### src/hdl/chi_pkg.sv
// ============================================================================
// chi_pkg
// Shared types, widths and constants of the hard-iron compass heading block,
// including the CORDIC arctangent table in degrees with 12 fraction bits.
// ============================================================================
package chi_pkg;

    localparam int SAMPLE_W   = 16;
    localparam int DECL_W     = 9;
    localparam int HEADING_W  = 11;
    localparam int AXES       = 3;
    localparam int ATAN_LEN   = 24;
    localparam int IDX_W      = 5;
    localparam int ATAN_W     = 19;
    localparam int PRESCALE   = 8;
    localparam int VEC_W      = 28;
    localparam int Z_W        = 20;
    localparam int DEG_W      = 23;
    localparam int FRAC_W     = 12;
    localparam int QDEG_SHIFT = 10;

    typedef logic [SAMPLE_W-1:0]         sample_t;
    typedef logic signed [DECL_W-1:0]    decl_t;
    typedef logic [HEADING_W-1:0]        heading_t;
    typedef logic [ATAN_W-1:0]           atan_t;
    typedef logic signed [VEC_W-1:0]     vec_t;
    typedef logic signed [Z_W-1:0]       zacc_t;
    typedef logic signed [DEG_W-1:0]     deg_t;

    localparam sample_t AXIS_RESET = 16'h8000;
    localparam decl_t   DECL_RESET = 9'sd1;

    localparam zacc_t QUARTER_Z      = 20'sd368640;
    localparam deg_t  QUARTER_DEG    = 23'sd368640;
    localparam deg_t  THREE_QTR_DEG  = 23'sd1105920;
    localparam deg_t  FULL_TURN_DEG  = 23'sd1474560;

    function automatic atan_t atan_q12(input logic [IDX_W-1:0] idx);
        atan_t val;
        case (idx)
            5'd0:    val = 19'd184320;
            5'd1:    val = 19'd108810;
            5'd2:    val = 19'd57492;
            5'd3:    val = 19'd29184;
            5'd4:    val = 19'd14649;
            5'd5:    val = 19'd7331;
            5'd6:    val = 19'd3667;
            5'd7:    val = 19'd1833;
            5'd8:    val = 19'd917;
            5'd9:    val = 19'd458;
            5'd10:   val = 19'd229;
            5'd11:   val = 19'd115;
            5'd12:   val = 19'd57;
            5'd13:   val = 19'd29;
            5'd14:   val = 19'd14;
            5'd15:   val = 19'd7;
            5'd16:   val = 19'd4;
            5'd17:   val = 19'd2;
            5'd18:   val = 19'd1;
            default: val = 19'd0;
        endcase
        return val;
    endfunction

endpackage

### src/hdl/chi_if.sv
// ============================================================================
// chi_if
// Valid/ready channels of the compass block: magnetometer samples in,
// heading and hard-iron centers out.
// ============================================================================
interface chi_sample_if import chi_pkg::*; ();
    logic    valid;
    logic    ready;
    sample_t mag_x;
    sample_t mag_y;
    sample_t mag_z;

    modport source (output valid, output mag_x, output mag_y, output mag_z, input ready);
    modport sink   (input valid, input mag_x, input mag_y, input mag_z, output ready);
endinterface

interface chi_result_if import chi_pkg::*; ();
    logic     valid;
    logic     ready;
    heading_t heading_qdeg;
    sample_t  center_x;
    sample_t  center_y;
    sample_t  center_z;

    modport source (output valid, output heading_qdeg, output center_x, output center_y,
                    output center_z, input ready);
    modport sink   (input valid, input heading_qdeg, input center_x, input center_y,
                    input center_z, output ready);
endinterface

### src/hdl/compass_hard_iron_heading.sv
// ============================================================================
// compass_hard_iron_heading
// Hard-iron calibrated compass heading: running per-axis min/max centers,
// iterative CORDIC arctangent, quadrant placement, declination and wrap.
// ============================================================================
// flow: a taken sample passes through ST_LOAD, ST_PREP, the ST_ITER steps, ST_ANGLE
// and ST_WRAP, where it waits for a free output; no new sample is taken until ST_IDLE,
// since the single CORDIC rotation unit is reused once per step
// a new sample is taken while the previous result still waits at the output
// reset: axis min/max to 0x8000, declination to 1 degree, no result pending
module compass_hard_iron_heading import chi_pkg::*; #(
    parameter int CORDIC_STEPS = 16
) (
    input  logic clk,
    input  logic rst_n,
    input  logic cfg_we,
    input  decl_t cfg_wdata,
    chi_sample_if.sink   sample,
    chi_result_if.source result
);

    localparam int NUM_STEPS = (CORDIC_STEPS < ATAN_LEN) ? CORDIC_STEPS : ATAN_LEN;
    localparam logic [IDX_W-1:0] LAST_STEP = IDX_W'(NUM_STEPS - 1);

    typedef enum logic [2:0] {
        ST_IDLE,
        ST_LOAD,
        ST_PREP,
        ST_ITER,
        ST_ANGLE,
        ST_WRAP
    } state_t;

    state_t           state_reg;
    logic             out_valid_reg;
    decl_t            decl_reg;
    logic [IDX_W-1:0] cnt_reg;
    sample_t          max_reg [AXES];
    sample_t          min_reg [AXES];
    sample_t          max_next [AXES];
    sample_t          min_next [AXES];
    sample_t          center_next [AXES];

    sample_t  samp_reg [AXES];
    sample_t  center_reg [AXES];
    logic     x_lo_reg;
    logic     sub_reg;
    vec_t     vx_reg;
    vec_t     vy_reg;
    zacc_t    z_reg;
    deg_t     deg_reg;
    heading_t heading_reg;
    sample_t  out_cx_reg;
    sample_t  out_cy_reg;
    sample_t  out_cz_reg;

    logic    x_lo;
    logic    y_lo;
    logic    y_hi;
    sample_t dx;
    sample_t dy;
    vec_t    sh_x;
    vec_t    sh_y;
    zacc_t   atan_step;
    vec_t    vx_next;
    vec_t    vy_next;
    zacc_t   z_next;
    atan_t   angle;
    deg_t    angle_ext;
    deg_t    base_deg;
    deg_t    decl_ext;
    deg_t    deg_sum;
    deg_t    deg_wrap;
    logic    out_free;
    logic    in_fire;

    assign sample.ready        = (state_reg == ST_IDLE);
    assign in_fire             = sample.valid && sample.ready;
    assign out_free            = !out_valid_reg || result.ready;
    assign result.valid        = out_valid_reg;
    assign result.heading_qdeg = heading_reg;
    assign result.center_x     = out_cx_reg;
    assign result.center_y     = out_cy_reg;
    assign result.center_z     = out_cz_reg;

    // running extremes and centers
    always_comb
    begin
        for (int k = 0; k < AXES; k++)
        begin
            max_next[k]    = (samp_reg[k] > max_reg[k]) ? samp_reg[k] : max_reg[k];
            min_next[k]    = (samp_reg[k] < min_reg[k]) ? samp_reg[k] : min_reg[k];
            center_next[k] = {1'b0, max_next[k][SAMPLE_W-1:1]}
                           + {1'b0, min_next[k][SAMPLE_W-1:1]};
        end
    end

    // offsets from center and quadrant flags
    always_comb
    begin
        x_lo = samp_reg[0] < center_reg[0];
        y_lo = samp_reg[1] < center_reg[1];
        y_hi = samp_reg[1] > center_reg[1];
        dx   = x_lo ? (center_reg[0] - samp_reg[0]) : (samp_reg[0] - center_reg[0]);
        dy   = y_lo ? (center_reg[1] - samp_reg[1]) : (samp_reg[1] - center_reg[1]);
    end

    // shared cordic vectoring step
    always_comb
    begin
        sh_x      = vx_reg >>> cnt_reg;
        sh_y      = vy_reg >>> cnt_reg;
        atan_step = $signed({1'b0, atan_q12(cnt_reg)});
        vx_next   = vx_reg;
        vy_next   = vy_reg;
        z_next    = z_reg;
        if (vy_reg != '0)
        begin
            if (!vy_reg[VEC_W-1])
            begin
                vx_next = vx_reg + sh_y;
                vy_next = vy_reg - sh_x;
                z_next  = z_reg + atan_step;
            end
            else
            begin
                vx_next = vx_reg - sh_y;
                vy_next = vy_reg + sh_x;
                z_next  = z_reg - atan_step;
            end
        end
    end

    // clamp, quadrant placement, declination and wrap
    always_comb
    begin
        if (z_reg[Z_W-1])
            angle = '0;
        else if (z_reg > QUARTER_Z)
            angle = QUARTER_Z[ATAN_W-1:0];
        else
            angle = z_reg[ATAN_W-1:0];
        angle_ext = $signed({{(DEG_W-ATAN_W){1'b0}}, angle});
        base_deg  = x_lo_reg ? QUARTER_DEG : THREE_QTR_DEG;
        decl_ext  = $signed({{(DEG_W-DECL_W-FRAC_W){decl_reg[DECL_W-1]}}, decl_reg,
                             {FRAC_W{1'b0}}});
        deg_sum   = (sub_reg ? (base_deg - angle_ext) : (base_deg + angle_ext)) + decl_ext;
        if (deg_reg >= FULL_TURN_DEG)
            deg_wrap = deg_reg - FULL_TURN_DEG;
        else if (deg_reg[DEG_W-1])
            deg_wrap = deg_reg + FULL_TURN_DEG;
        else
            deg_wrap = deg_reg;
    end

    // sequencer and control state
    always_ff @(posedge clk or negedge rst_n)
    begin
        if (!rst_n)
        begin
            state_reg     <= ST_IDLE;
            out_valid_reg <= 1'b0;
            decl_reg      <= DECL_RESET;
            cnt_reg       <= '0;
            for (int k = 0; k < AXES; k++)
            begin
                max_reg[k] <= AXIS_RESET;
                min_reg[k] <= AXIS_RESET;
            end
        end
        else
        begin
            if (cfg_we)
                decl_reg <= cfg_wdata;
            if ((state_reg == ST_WRAP) && out_free)
                out_valid_reg <= 1'b1;
            else if (result.valid && result.ready)
                out_valid_reg <= 1'b0;
            case (state_reg)
                ST_IDLE:
                begin
                    if (in_fire)
                        state_reg <= ST_LOAD;
                end
                ST_LOAD:
                begin
                    for (int k = 0; k < AXES; k++)
                    begin
                        max_reg[k] <= max_next[k];
                        min_reg[k] <= min_next[k];
                    end
                    state_reg <= ST_PREP;
                end
                ST_PREP:
                begin
                    cnt_reg   <= '0;
                    state_reg <= ST_ITER;
                end
                ST_ITER:
                begin
                    cnt_reg <= cnt_reg + 1'b1;
                    if (cnt_reg == LAST_STEP)
                        state_reg <= ST_ANGLE;
                end
                ST_ANGLE:
                begin
                    state_reg <= ST_WRAP;
                end
                ST_WRAP:
                begin
                    if (out_free)
                        state_reg <= ST_IDLE;
                end
                default:
                begin
                    state_reg <= ST_IDLE;
                end
            endcase
        end
    end

    // datapath registers
    always_ff @(posedge clk)
    begin
        case (state_reg)
            ST_IDLE:
            begin
                if (in_fire)
                begin
                    samp_reg[0] <= sample.mag_x;
                    samp_reg[1] <= sample.mag_y;
                    samp_reg[2] <= sample.mag_z;
                end
            end
            ST_LOAD:
            begin
                for (int k = 0; k < AXES; k++)
                    center_reg[k] <= center_next[k];
            end
            ST_PREP:
            begin
                vx_reg   <= $signed({{(VEC_W-SAMPLE_W-PRESCALE){1'b0}}, dx, {PRESCALE{1'b0}}});
                vy_reg   <= $signed({{(VEC_W-SAMPLE_W-PRESCALE){1'b0}}, dy, {PRESCALE{1'b0}}});
                z_reg    <= '0;
                x_lo_reg <= x_lo;
                sub_reg  <= x_lo ? y_hi : y_lo;
            end
            ST_ITER:
            begin
                vx_reg <= vx_next;
                vy_reg <= vy_next;
                z_reg  <= z_next;
            end
            ST_ANGLE:
            begin
                deg_reg <= deg_sum;
            end
            ST_WRAP:
            begin
                if (out_free)
                begin
                    heading_reg <= deg_wrap[HEADING_W+QDEG_SHIFT-1:QDEG_SHIFT];
                    out_cx_reg  <= center_reg[0];
                    out_cy_reg  <= center_reg[1];
                    out_cz_reg  <= center_reg[2];
                end
            end
            default:
            begin
                deg_reg <= deg_reg;
            end
        endcase
    end

endmodule

### src/flat_wrapper.sv
// flat-port wrapper written by rule: the top's interface ports become plain ports
module compass_hard_iron_heading_flat import chi_pkg::*;
#(
    parameter int CORDIC_STEPS = 16
)
  (clk, rst_n, cfg_we, cfg_wdata, sample_valid, sample_mag_x, sample_mag_y, sample_mag_z, sample_ready, result_valid, result_heading_qdeg, result_center_x, result_center_y, result_center_z, result_ready);
  chi_sample_if sample_i ();
  chi_result_if result_i ();
  input  logic clk;
  input  logic rst_n;
  input  logic cfg_we;
  input  decl_t cfg_wdata;
  input wire logic [$bits(sample_i.valid)-1:0] sample_valid;
  input wire logic [$bits(sample_i.mag_x)-1:0] sample_mag_x;
  input wire logic [$bits(sample_i.mag_y)-1:0] sample_mag_y;
  input wire logic [$bits(sample_i.mag_z)-1:0] sample_mag_z;
  output wire logic [$bits(sample_i.ready)-1:0] sample_ready;
  output wire logic [$bits(result_i.valid)-1:0] result_valid;
  output wire logic [$bits(result_i.heading_qdeg)-1:0] result_heading_qdeg;
  output wire logic [$bits(result_i.center_x)-1:0] result_center_x;
  output wire logic [$bits(result_i.center_y)-1:0] result_center_y;
  output wire logic [$bits(result_i.center_z)-1:0] result_center_z;
  input wire logic [$bits(result_i.ready)-1:0] result_ready;
  assign sample_i.valid = sample_valid;
  assign sample_i.mag_x = sample_mag_x;
  assign sample_i.mag_y = sample_mag_y;
  assign sample_i.mag_z = sample_mag_z;
  assign sample_ready = sample_i.ready;
  assign result_valid = result_i.valid;
  assign result_heading_qdeg = result_i.heading_qdeg;
  assign result_center_x = result_i.center_x;
  assign result_center_y = result_i.center_y;
  assign result_center_z = result_i.center_z;
  assign result_i.ready = result_ready;
  compass_hard_iron_heading #(.CORDIC_STEPS(CORDIC_STEPS)) u_core (.clk(clk), .rst_n(rst_n), .cfg_we(cfg_we), .cfg_wdata(cfg_wdata), .sample(sample_i), .result(result_i));
endmodule
### config.mk
export PLATFORM = sky130hd
export DESIGN_NAME = compass_hard_iron_heading_flat
export DESIGN_NICKNAME = d
export VERILOG_FILES = /design/src/hdl/chi_pkg.sv /design/src/hdl/chi_if.sv /design/src/hdl/compass_hard_iron_heading.sv /design/src/flat_wrapper.sv
export SDC_FILE = /design/constraint.sdc
export NUM_CORES = 1
export LEC_CHECK = 0
export ABC_CLOCK_PERIOD_IN_PS = 6400
export BUFFER_PORTS_ARGS = -buffer_cell sky130_fd_sc_hd__buf_2
export CAP_MARGIN = 20
export CORE_ASPECT_RATIO = 0.9
export CORE_MARGIN = 3
export CORE_UTILIZATION = 45
export DETAILED_ROUTE_END_ITERATION = 8
export GPL_TIMING_DRIVEN = 0
export HOLD_SLACK_MARGIN = 0.03
export PLACE_DENSITY_LB_ADDON = 0.12
export SLEW_MARGIN = 30
export SYNTH_ARGS = -nofsm -noshare
export SYNTH_HDL_FRONTEND = slang
export SYNTH_SLANG_ARGS = --single-unit
### constraint.sdc
create_clock -name clk -period 6.4 [get_ports clk]
set_clock_uncertainty 0.1 [all_clocks]
set_input_delay 0.32 -clock clk [delete_from_list [all_inputs] [get_ports clk]]
set_output_delay 0.32 -clock clk [all_outputs]
set_load 0.01 [all_outputs]
==> flow_metrics.env, run 1 <==
export IMPL_cap_violations=0
export IMPL_dieHeight_um=255
export IMPL_clock_latency_late_sink_ns=0.62
export IMPL_hold_viol=0
export IMPL_required_ns=6.61
export IMPL_final_period_utilization=0.972
export IMPL_syn_area_per_cell_um2=9.56
export IMPL_relSlewSlack=0.291
export IMPL_synthDominantAreaCellType="edfxtp_1"
export IMPL_grt_pass1_wl_mm=152
export IMPL_min_path_type="in -> async"
export IMPL_placed_area_mm2=0.0330
export IMPL_finalMaxSlewViolations=0
export IMPL_timing_critical_path_fanout_max=10
export IMPL_drc=0
export IMPL_cp_slowest_cell="a2111oi_0"
export IMPL_grt_max_degree=72
export IMPL_ff_latch_area_mm2=0.0106
export IMPL_multi_input_area_mm2=0.0192
export IMPL_syn_num_nets=3622
export IMPL_netlist_instances=3243
export IMPL_synth_cell_type_count=91
export IMPL_clock_sink_count=370
export IMPL_grt_usage=0.273
export IMPL_yosys_top_cells_area="edfxtp_1 (25%), ha_1 (12%), dfrtp_1 (8.6%)"
export IMPL_clk_path_buf_depth=3
export IMPL_critical_path_s_top_delay_family="buffers and inverters"
export IMPL_die_area_mm2=0.0721
export IMPL_final_hold_worst_slack_ns=0.0763
export IMPL_initialDrtViolationCount=2209
export IMPL_area_growth_syn_to_layout_pct=15.4
export IMPL_syn_area_mm2=0.0310
export IMPL_post_synthesis_sequential_element_count=370
export IMPL_count_of_boundary_i_o_pins=123
export IMPL_grt_pass1_vias=25951
export IMPL_timing_setup_critical_path_class="reg -> reg"
export IMPL_report_final_setup_viol=0
export IMPL_fin_crit_ns=6.22
export IMPL_die_width_um=283
export IMPL_cts_buffers_inserted=44
export IMPL_synth_yosys_seq_area_share=0.340
export IMPL_dp_final_hpwl_mm=77.6
export IMPL_finalCoreUtilization=0.529
export IMPL_vias_per_cell=5.93
export IMPL_ant_nets=0
export IMPL_drt_wirelength_per_cell_um=22.6
export IMPL_port_buffers=122
export IMPL_final_fill_count=6199
export IMPL_core_region_area_mm2=0.0676
export IMPL_finish_instance_area_mm2=0.0358
export IMPL_route_final_wire_length_mm=99.7
export IMPL_critical_path_buf_inv_count=3
export IMPL_synthFlopType="edfxtp_1"
export IMPL_placement_rows=90
export IMPL_crit_path_max_incr_delay_ns=0.87
export IMPL_clk_transition_reported_paths_ns=0.06
export IMPL_instances_no_fill=4421
export IMPL_drtPass1Iterations=6
export IMPL_critPathLaunchType="flip-flop"
export IMPL_fmaxAchievable_mhz=161
export IMPL_finalWeightedCongestion=0.975
export IMPL_num_vias=26233
export IMPL_clockRootBuffer="clkbuf_16"
export IMPL_grt_antenna_before_repair=0
export IMPL_run_status="complete, no violations"
export IMPL_cts_tree="yes"
export IMPL_rsz_0062_raised_after_global_routing="yes"
export IMPL_worst_pin_slew_ns=1.06
export IMPL_async_flop_share=0.308
export IMPL_nets=3887
export IMPL_htree_levels=2
export IMPL_timing_critical_path_cells="clkbuf_1 > clkbuf_1 > clkbuf_1 > a21oi_1 > ha_1 > a21o_1 > a21o_1 > a2111oi_0 > o31ai_2 > nand2_1 > a21oi_1 > a21oi_1 > nor4b_2 > or3_1 > mux2i_1"
export IMPL_share_of_post_route_cells_with_drive_strength_above_1=0.150
export IMPL_worst_endpoint_arrival_ns=6.43
export IMPL_grt_overflow_total=0
export IMPL_synth_enable_flop_cells=256
export IMPL_critPathCaptureType="flip-flop"
export IMPL_dp_cells=4256
export IMPL_initial_utilization=0.459
export IMPL_synthesis_yosys_warnings=0
export IMPL_netlist_area_leader_share=0.248
[cell type report]
type | count | share of cell area
timing repair buffer | 221 | 0.0474
antenna | 3 | 0.000210
sequential | 370 | 0.295
multi-input combinational | 2490 | 0.537
clock buffer | 54 | 0.0327
clock inverter | 28 | 0.0100
tap | 874 | 0.0306
inverter | 252 | 0.0267
buffer | 129 | 0.0204
[through the flow]
stage          setup WS [ns]  TNS [ns]
6_report               0.177         0
3_5_place_dp           -1.07    -23.78
4_1_cts             0.000988         0
3_3_place_gp           -5.02   -619.42
5_1_grt              -0.0870    -0.177
2_1_floorplan          0.259         0
[metal layers]
layer	track usage	wire length, um
met1	0.370	44100
met2	0.434	44500
met3	0.0600	7660
met4	0.0935	3470
met5	0	0
[final timing paths]
path                                                    from                             endpoint  slack, ns  depth (start not counted)
setup / recovery             u_core.vy_reg[27]$_SDFFCE_PN0P_      u_core.vy_reg[27]$_SDFFCE_PN0P_       0.18                         15
hold / removal                                         rst_n       u_core.min_reg[45]$_DFFE_PN0N_       0.08                          2
setup reg to reg             u_core.vy_reg[27]$_SDFFCE_PN0P_      u_core.vy_reg[27]$_SDFFCE_PN0P_       0.18                         15
hold reg to reg            u_core.center_reg[2][8]$_DFFE_PN_  u_core.result.center_z[8]$_DFFE_PP_       0.32                          0
max in group asynchronous                              rst_n        u_core.cnt_reg[1]$_DFFE_PN0P_       5.26                          3
min in group clk                                      cfg_we       u_core.decl_reg[1]$_DFFE_PN0P_       0.22                          3
[worst reg2reg max path: stages, from the launching register on]
cell and delay (ns):
edfxtp_1 0.58, clkbuf_1 0.61, clkbuf_1 0.81, clkbuf_1 0.86
a21oi_1 0.25, ha_1 0.35, a21o_1 0.16, a21o_1 0.21
a2111oi_0 0.87, o31ai_2 0.26, nand2_1 0.16, a21oi_1 0.10
a21oi_1 0.21, nor4b_2 0.24, or3_1 0.14, mux2i_1 0.06
[synthesized netlist by cell type, types with 73 or more instances]
master / count
edfxtp_1: 256
nor2_1: 254
mux2i_1: 138
clkbuf_1: 73
a21oi_1: 207
ha_1: 304
o21ai_0: 218
xnor2_1: 127
nand2_1: 288
dfrtp_1: 107
mux2_2: 88
inv_1: 246
a21o_1: 112
[repair_timing]
item,4_1_cts,5_1_grt
gates resized for setup,40,103
hold endpoints to repair,170,0
endpoints found under the setup margin,44,31
pin swaps,2,10
buffers inserted,3,18
hold buffers,61,0
[logic make-up (layout without fill, tap and decap cells)]
kind of cell | after synthesis | in the layout | share of synthesized area
muxes | 288 | 288 | 0.123
other | 0 | 3 | 0
AOI/OAI and AO/OA | 808 | 808 | 0.165
DFF | 370 | 370 | 0.340
buffers and inverters | 383 | 684 | 0.0511
xor gates and xnor gates | 193 | 193 | 0.0545
and+or+nand+nor | 884 | 884 | 0.134
adders and majority gates | 317 | 317 | 0.131
[placed cells by master (no fill, tap or decap), types with 66 or more instances in the layout]
cell type  netlist  routed
ha_1           304     303
nand2_1        288     287
edfxtp_1       256     256
nor2_1         254     250
inv_1          246     245
o21ai_0        218     211
a21oi_1        207     206
mux2i_1        138     132
buf_2           17     131
xnor2_1        127     127
a21o_1         112     112
dfrtp_1        107     106
mux2_2          88      88
xor2_1          66      66
Power of run 1 is left out: the tool's default activity adds up to more than one toggle a clock period on the data nets, which glitch-free logic cannot reach.
==> run 2, diff against run 1 <==
--- a/config.mk
+++ b/config.mk
@@ -7,5 +7,5 @@
 export LEC_CHECK = 0
 export ABC_CLOCK_PERIOD_IN_PS = 6400
-export BUFFER_PORTS_ARGS = -buffer_cell sky130_fd_sc_hd__buf_2
+export BUFFER_PORTS_ARGS = -buffer_cell sky130_fd_sc_hd__buf_4
 export CAP_MARGIN = 20
 export CORE_ASPECT_RATIO = 0.9
==> constraint.sdc (replaced) <==
create_clock -name clk -period 6.4 [get_ports clk]
set_clock_uncertainty 0.1 [all_clocks]
set_input_delay 0.32 -clock clk [delete_from_list [all_inputs] [get_ports clk]]
set_output_delay 0.32 -clock clk [all_outputs]
set_load 0.02 [all_outputs]
==> run 2 against run 1 <==
Effect of this change: cell count is 0.32% lower; worst hold slack better by 0.026 ns; sequential cell count did not move; critical path depth is 9 higher; sequential share of layout area decreased by 0.16 points; utilization up 0.29 points; design area up 0.55%; wire length increased by 0.53%; first-iteration DRC count down 4.1%; die area stayed put; critical path type unchanged; maximum frequency fell by 0.16%; largest cell class unchanged.
==> flow_metrics.env, run 2 (same netlist as run 1, synthesis figures left out) <==
export IMPL_timing_setup_critical_path_class="reg -> reg"
export IMPL_num_vias=26295
export IMPL_clock_sink_count=370
export IMPL_final_period_utilization=0.974
export IMPL_initial_utilization=0.459
export IMPL_detailedPlace_worstSlack_ns=-1.27
export IMPL_count_of_boundary_i_o_pins=123
export IMPL_min_path_type="in -> async"
export IMPL_dp_cells=4257
export IMPL_core_region_area_mm2=0.0676
export IMPL_instances_no_fill=4407
export IMPL_highest_signal_layer="met4"
export IMPL_die_area_mm2=0.0721
export IMPL_critPathCaptureType="flip-flop"
export IMPL_clockRootBuffer="clkbuf_16"
export IMPL_vias_per_cell=5.97
export IMPL_wl_met2_mm=45.1
export IMPL_route_final_wire_length_mm=100
export IMPL_clk_transition_reported_paths_ns=0.06
export IMPL_dieHeight_um=255
export IMPL_grt_usage=0.274
export IMPL_worst_pin_slew_ns=0.986
export IMPL_grt_max_degree=73
export IMPL_initialDrtViolationCount=2118
export IMPL_cap_violations=0
export IMPL_worst_r2r_setup_slack_ns=0.17
export IMPL_rsz_0062_raised_after_global_routing="yes"
export IMPL_report_final_setup_viol=0
export IMPL_layout_common_cells="ha_1 (302), nand2_1 (288), edfxtp_1 (256)"
export IMPL_cts_buffers_inserted=44
export IMPL_fin_crit_ns=6.23
export IMPL_grt_pass1_wl_mm=153
export IMPL_drc=0
export IMPL_finalMaxSlewViolations=0
export IMPL_grt_overflow_total=0
export IMPL_die_width_um=283
export IMPL_port_buffers=122
export IMPL_nets=3875
export IMPL_worst_endpoint_arrival_ns=6.42
export IMPL_required_ns=6.58
export IMPL_hold_viol=0
export IMPL_run_status="complete, no violations"
export IMPL_clk_path_buf_depth=3
export IMPL_clock_latency_late_sink_ns=0.61
export IMPL_share_of_post_route_cells_with_drive_strength_above_1=0.146
export IMPL_critPathLaunchType="flip-flop"
export IMPL_finalWeightedCongestion=0.981
export IMPL_grt_antenna_before_repair=2
export IMPL_drtPass1Iterations=6
export IMPL_routed_wl_met3_mm=7.23
export IMPL_relSlewSlack=0.343
export IMPL_timing_critical_path_fanout_max=10
export IMPL_grt_pass1_vias=25629
export IMPL_placed_area_mm2=0.0333
export IMPL_htree_levels=2
export IMPL_m1WireLength_mm=44.8
export IMPL_most_common_cell_after_layout_fill_and_taps_aside="ha_1"
export IMPL_final_fill_count=6058
export IMPL_cts_tree="yes"
export IMPL_timing_final_ws_setup_ns=0.167
export IMPL_dp_final_hpwl_mm=77.3
export IMPL_drt_wirelength_per_cell_um=22.7
export IMPL_placement_rows=90
export IMPL_ant_nets=0
export IMPL_finish_instance_area_mm2=0.0359
export IMPL_fmaxAchievable_mhz=160
export IMPL_area_growth_syn_to_layout_pct=16.0
[run 2: cell count changes in the layout (fill, tap and decap cells not counted), moves of 3 or more]
cell	before	now
buf_2	131	10
buf_4	51	160
clkbuf_2	15	12
clkinv_2	5	8
clkinvlp_4	6	3
o21ai_1	8	5
[run 2: worst max-delay path, cell delays in order (launching register included)]
cell and delay (ns):
dfrtp_1 0.33, buf_4 0.16, buf_2 0.25, clkbuf_4 0.31, clkbuf_4 0.33, buf_2 0.36
buf_2 0.36, a22oi_1 0.14, o22a_1 0.30, ha_1 0.26, nor4b_2 0.18, nor3b_2 0.18
and3b_2 0.27, a221oi_1 0.31, nor3_1 0.10, a31oi_2 0.26, ha_1 0.32, a21o_1 0.18
nand2_1 0.08, nand2b_1 0.12, or3_1 0.33, o211a_1 0.25, a311oi_2 0.29, xnor2_1 0.15
nor2_1 0.06
[run 2: final timing paths]
| check | from | endpoint | cells past startpoint |
|---|---|---|---|
| max | u_core.cnt_reg[2]$_DFFE_PN0P_ | u_core.z_reg[19]$_SDFFCE_PN0P_ | 24 |
| min | rst_n | u_core.min_reg[45]$_DFFE_PN0N_ | 2 |
| max reg2reg | u_core.cnt_reg[2]$_DFFE_PN0P_ | u_core.z_reg[19]$_SDFFCE_PN0P_ | 24 |
| min reg2reg | u_core.center_reg[2][7]$_DFFE_PN_ | u_core.result.center_z[7]$_DFFE_PP_ | 0 |
| max in group asynchronous | rst_n | u_core.cnt_reg[1]$_DFFE_PN0P_ | 3 |
| min in group clk | cfg_we | u_core.decl_reg[1]$_DFFE_PN0P_ | 3 |
[run 2: what timing repair did]
action                                  4_1_cts  5_1_grt
cloned                                        0        0
gates resized for setup                      55       85
setup buffers                                 3        6
pin swaps                                     3        6
endpoints found under the setup margin       50       27
hold endpoints to repair                    170        0
hold buffers                                 61        0
[run 2: routing by layer]
| metal | vias to the layer above | global-route usage |
|---|---|---|
| met1 | 12814 | 0.381 |
| met5 | - | 0 |
| li1 | 12378 | - |
| met4 | 0 | 0.0818 |
| met2 | 934 | 0.438 |
| met3 | 169 | 0.0510 |
[run 2: metrics by stage]
step	hold slack (ns)	util	TNS, ns
2_1_floorplan	-0.0756	-	0
3_3_place_gp	0.308	0.488	-640.35
3_5_place_dp	0.140	0.493	-30.02
4_1_cts	0.0910	0.528	0
5_1_grt	0.124	0.532	-0.100
6_report	0.102	0.532	0
[run 2: final cells by class]
cell class | instances | area, um2 | area share
Timing Repair Buffer | 210 | 1900 | 0.0527
Tap cell | 874 | 1090 | 0.0304
Clock inverter | 27 | 335 | 0.00933
Inverter | 252 | 948 | 0.0264
Multi-Input combinational cell | 2490 | 19200 | 0.534
Antenna cell | 1 | 2.50 | 0.0000696
Sequential cell | 370 | 10600 | 0.294
Clock buffer | 55 | 1190 | 0.0332
Buffer | 128 | 724 | 0.0202
Power of run 2 is left out for the same reason.
==> run 3, diff against run 2 <==
BUFFER_PORTS_ARGS = -buffer_cell sky130_fd_sc_hd__buf_2   (was -buffer_cell sky130_fd_sc_hd__buf_4)
CORE_MARGIN = 2   (was 3)
==> run 3 against run 2 <==
Effect of this change: design area shrank 1.4%; register-to-register slack better by 0.04 ns; utilization shrank 1.3 points; critical path type unchanged; highest routed layer is now met5; cell count is essentially flat; worst hold slack improved by 0.019 ns.
==> flow_metrics.env, run 3 (same netlist as run 1, synthesis figures left out) <==
export IMPL_hold_viol=0
export IMPL_die_area_mm2=0.0710
export IMPL_dp_cells=4264
export IMPL_finalCoreUtilization=0.519
export IMPL_finalMaxSlewViolations=0
export IMPL_worst_pin_slew_ns=1.07
export IMPL_dieHeight_um=253
export IMPL_placement_rows=91
export IMPL_cts_tree="yes"
export IMPL_clk_transition_reported_paths_ns=0.06
export IMPL_clock_sink_count=370
export IMPL_initialDrtViolationCount=2293
export IMPL_grt_antenna_before_repair=1
export IMPL_cap_violations=0
export IMPL_share_of_post_route_cells_with_drive_strength_above_1=0.141
export IMPL_critPathLaunchType="flip-flop"
export IMPL_port_buffers=122
export IMPL_final_fill_count=6221
export IMPL_clk_path_buf_depth=3
export IMPL_drtPass1Iterations=6
export IMPL_drt_wirelength_per_cell_um=21.9
export IMPL_grt_pass1_vias=25703
export IMPL_min_path_type="in -> async"
export IMPL_grt_max_degree=72
export IMPL_vias_per_cell=5.95
export IMPL_final_period_utilization=0.968
export IMPL_report_final_setup_viol=0
export IMPL_htree_levels=2
export IMPL_cts_buffers_inserted=43
export IMPL_count_of_boundary_i_o_pins=123
export IMPL_ff_latch_area_mm2=0.0106
export IMPL_finish_instance_area_mm2=0.0355
export IMPL_area_growth_syn_to_layout_pct=14.4
export IMPL_timing_setup_critical_path_class="reg -> reg"
export IMPL_clockRootBuffer="clkbuf_16"
export IMPL_detailedPlace_worstSlack_ns=-0.985
export IMPL_placed_area_mm2=0.0330
export IMPL_instances_no_fill=4406
export IMPL_relSlewSlack=0.289
export IMPL_grt_pass1_wl_mm=149
export IMPL_dp_final_hpwl_mm=75.0
export IMPL_drc=0
export IMPL_nets=3866
export IMPL_fmaxAchievable_mhz=161
export IMPL_run_status="complete, no violations"
export IMPL_core_region_area_mm2=0.0683
export IMPL_worst_endpoint_arrival_ns=6.42
export IMPL_route_final_wire_length_mm=96.7
export IMPL_critPathCaptureType="flip-flop"
export IMPL_die_width_um=281
export IMPL_layout_common_cells="ha_1 (302), nand2_1 (287), edfxtp_1 (256)"
export IMPL_timing_critical_path_fanout_max=10
export IMPL_timing_final_ws_setup_ns=0.203
export IMPL_multi_input_area_mm2=0.0192
export IMPL_grt_overflow_total=0
export IMPL_ant_nets=0
export IMPL_num_vias=26216
export IMPL_most_common_cell_after_layout_fill_and_taps_aside="ha_1"
export IMPL_clock_latency_late_sink_ns=0.60
export IMPL_fin_crit_ns=6.20
export IMPL_grt_usage=0.268
export IMPL_required_ns=6.62
export IMPL_initial_utilization=0.454
export IMPL_finalWeightedCongestion=1.03
run 3: changes by cell type in the layout (fill, tap and decap cells not counted), sizes merged:
cell	previous run	this run
buf	202	194
clkbuf	129	133
bufinv	5	3
clkinvlp	3	1
inv	252	250
clkinv	19	18
diode	1	2
run 3: per-layer routing:
layer | vias up | part of all wire | GRT usage
met1 | 12678 | 0.45 | 0.369
met4 | 2 | 0.038 | 0.0920
met2 | 976 | 0.44 | 0.427
li1 | 12358 | - | -
met5 | - | 0.00013 | 0
met3 | 202 | 0.073 | 0.0465
run 3: final cells by class:
cell class | count | share of cell area
Clock buffer | 59 | 0.0347
Clock inverter | 20 | 0.00632
Inverter | 252 | 0.0268
Buffer | 126 | 0.0198
Timing Repair Buffer | 204 | 0.0433
Sequential cell | 370 | 0.298
Antenna cell | 2 | 0.000141
Multi-Input combinational cell | 2490 | 0.540
Tap cell | 883 | 0.0312
run 3: worst paths after layout:
path                                                    start                                    to  slack, ns  depth (start not counted)
max in group asynchronous                               rst_n         u_core.cnt_reg[1]$_DFFE_PN0P_       5.27                          3
hold reg to reg            u_core.center_reg[2][14]$_DFFE_PN_  u_core.result.center_z[14]$_DFFE_PP_       0.32                          0
hold / removal                                          rst_n        u_core.min_reg[46]$_DFFE_PN0N_       0.12                          2
min in group clk                                       cfg_we        u_core.decl_reg[8]$_DFFE_PN0P_       0.27                          4
setup reg to reg                u_core.cnt_reg[1]$_DFFE_PN0P_           u_core.vx_reg[23]$_DFFE_PP_       0.20                         25
setup / recovery                u_core.cnt_reg[1]$_DFFE_PN0P_           u_core.vx_reg[23]$_DFFE_PP_       0.20                         25
run 3: what timing repair did:
action	4_1_cts	5_1_grt
hold buffers	61	0
resized for setup	32	85
setup endpoints to repair	40	29
buffers inserted	1	4
pin swaps	1	6
hold endpoints to repair	170	0
cloned	0	0
run 3: critical path, cell delays in order (launching register included):
cell,delay [ns]
dfrtp_2,0.40
buf_6,0.19
mux4_1,0.63
mux2i_1,0.50
nor2_1,0.11
a211oi_2,0.24
and2_1,0.22
ha_1,0.21
nand4_1,0.17
nor4_4,0.36
buf_4,0.19
nand2_1,0.05
a31o_2,0.22
xor2_1,0.15
o22ai_2,0.28
ha_4,0.27
o21ai_0,0.17
nand2b_1,0.13
a21o_1,0.21
o2111ai_2,0.10
a31oi_2,0.18
a211oi_2,0.27
inv_1,0.06
a21oi_1,0.17
xor2_1,0.23
mux2i_1,0.10
run 3: per-stage QoR:
| stage | setup TNS, ns | hold slack (ns) |
|---|---|---|
| after floorplan | 0 | -0.0756 |
| after global placement | -547.60 | 0.307 |
| after detailed placement | -19.19 | 0.140 |
| after CTS | 0 | 0.0894 |
| after global routing | -0.0594 | 0.125 |
| final | 0 | 0.122 |
Power of run 3 is left out for the same reason.
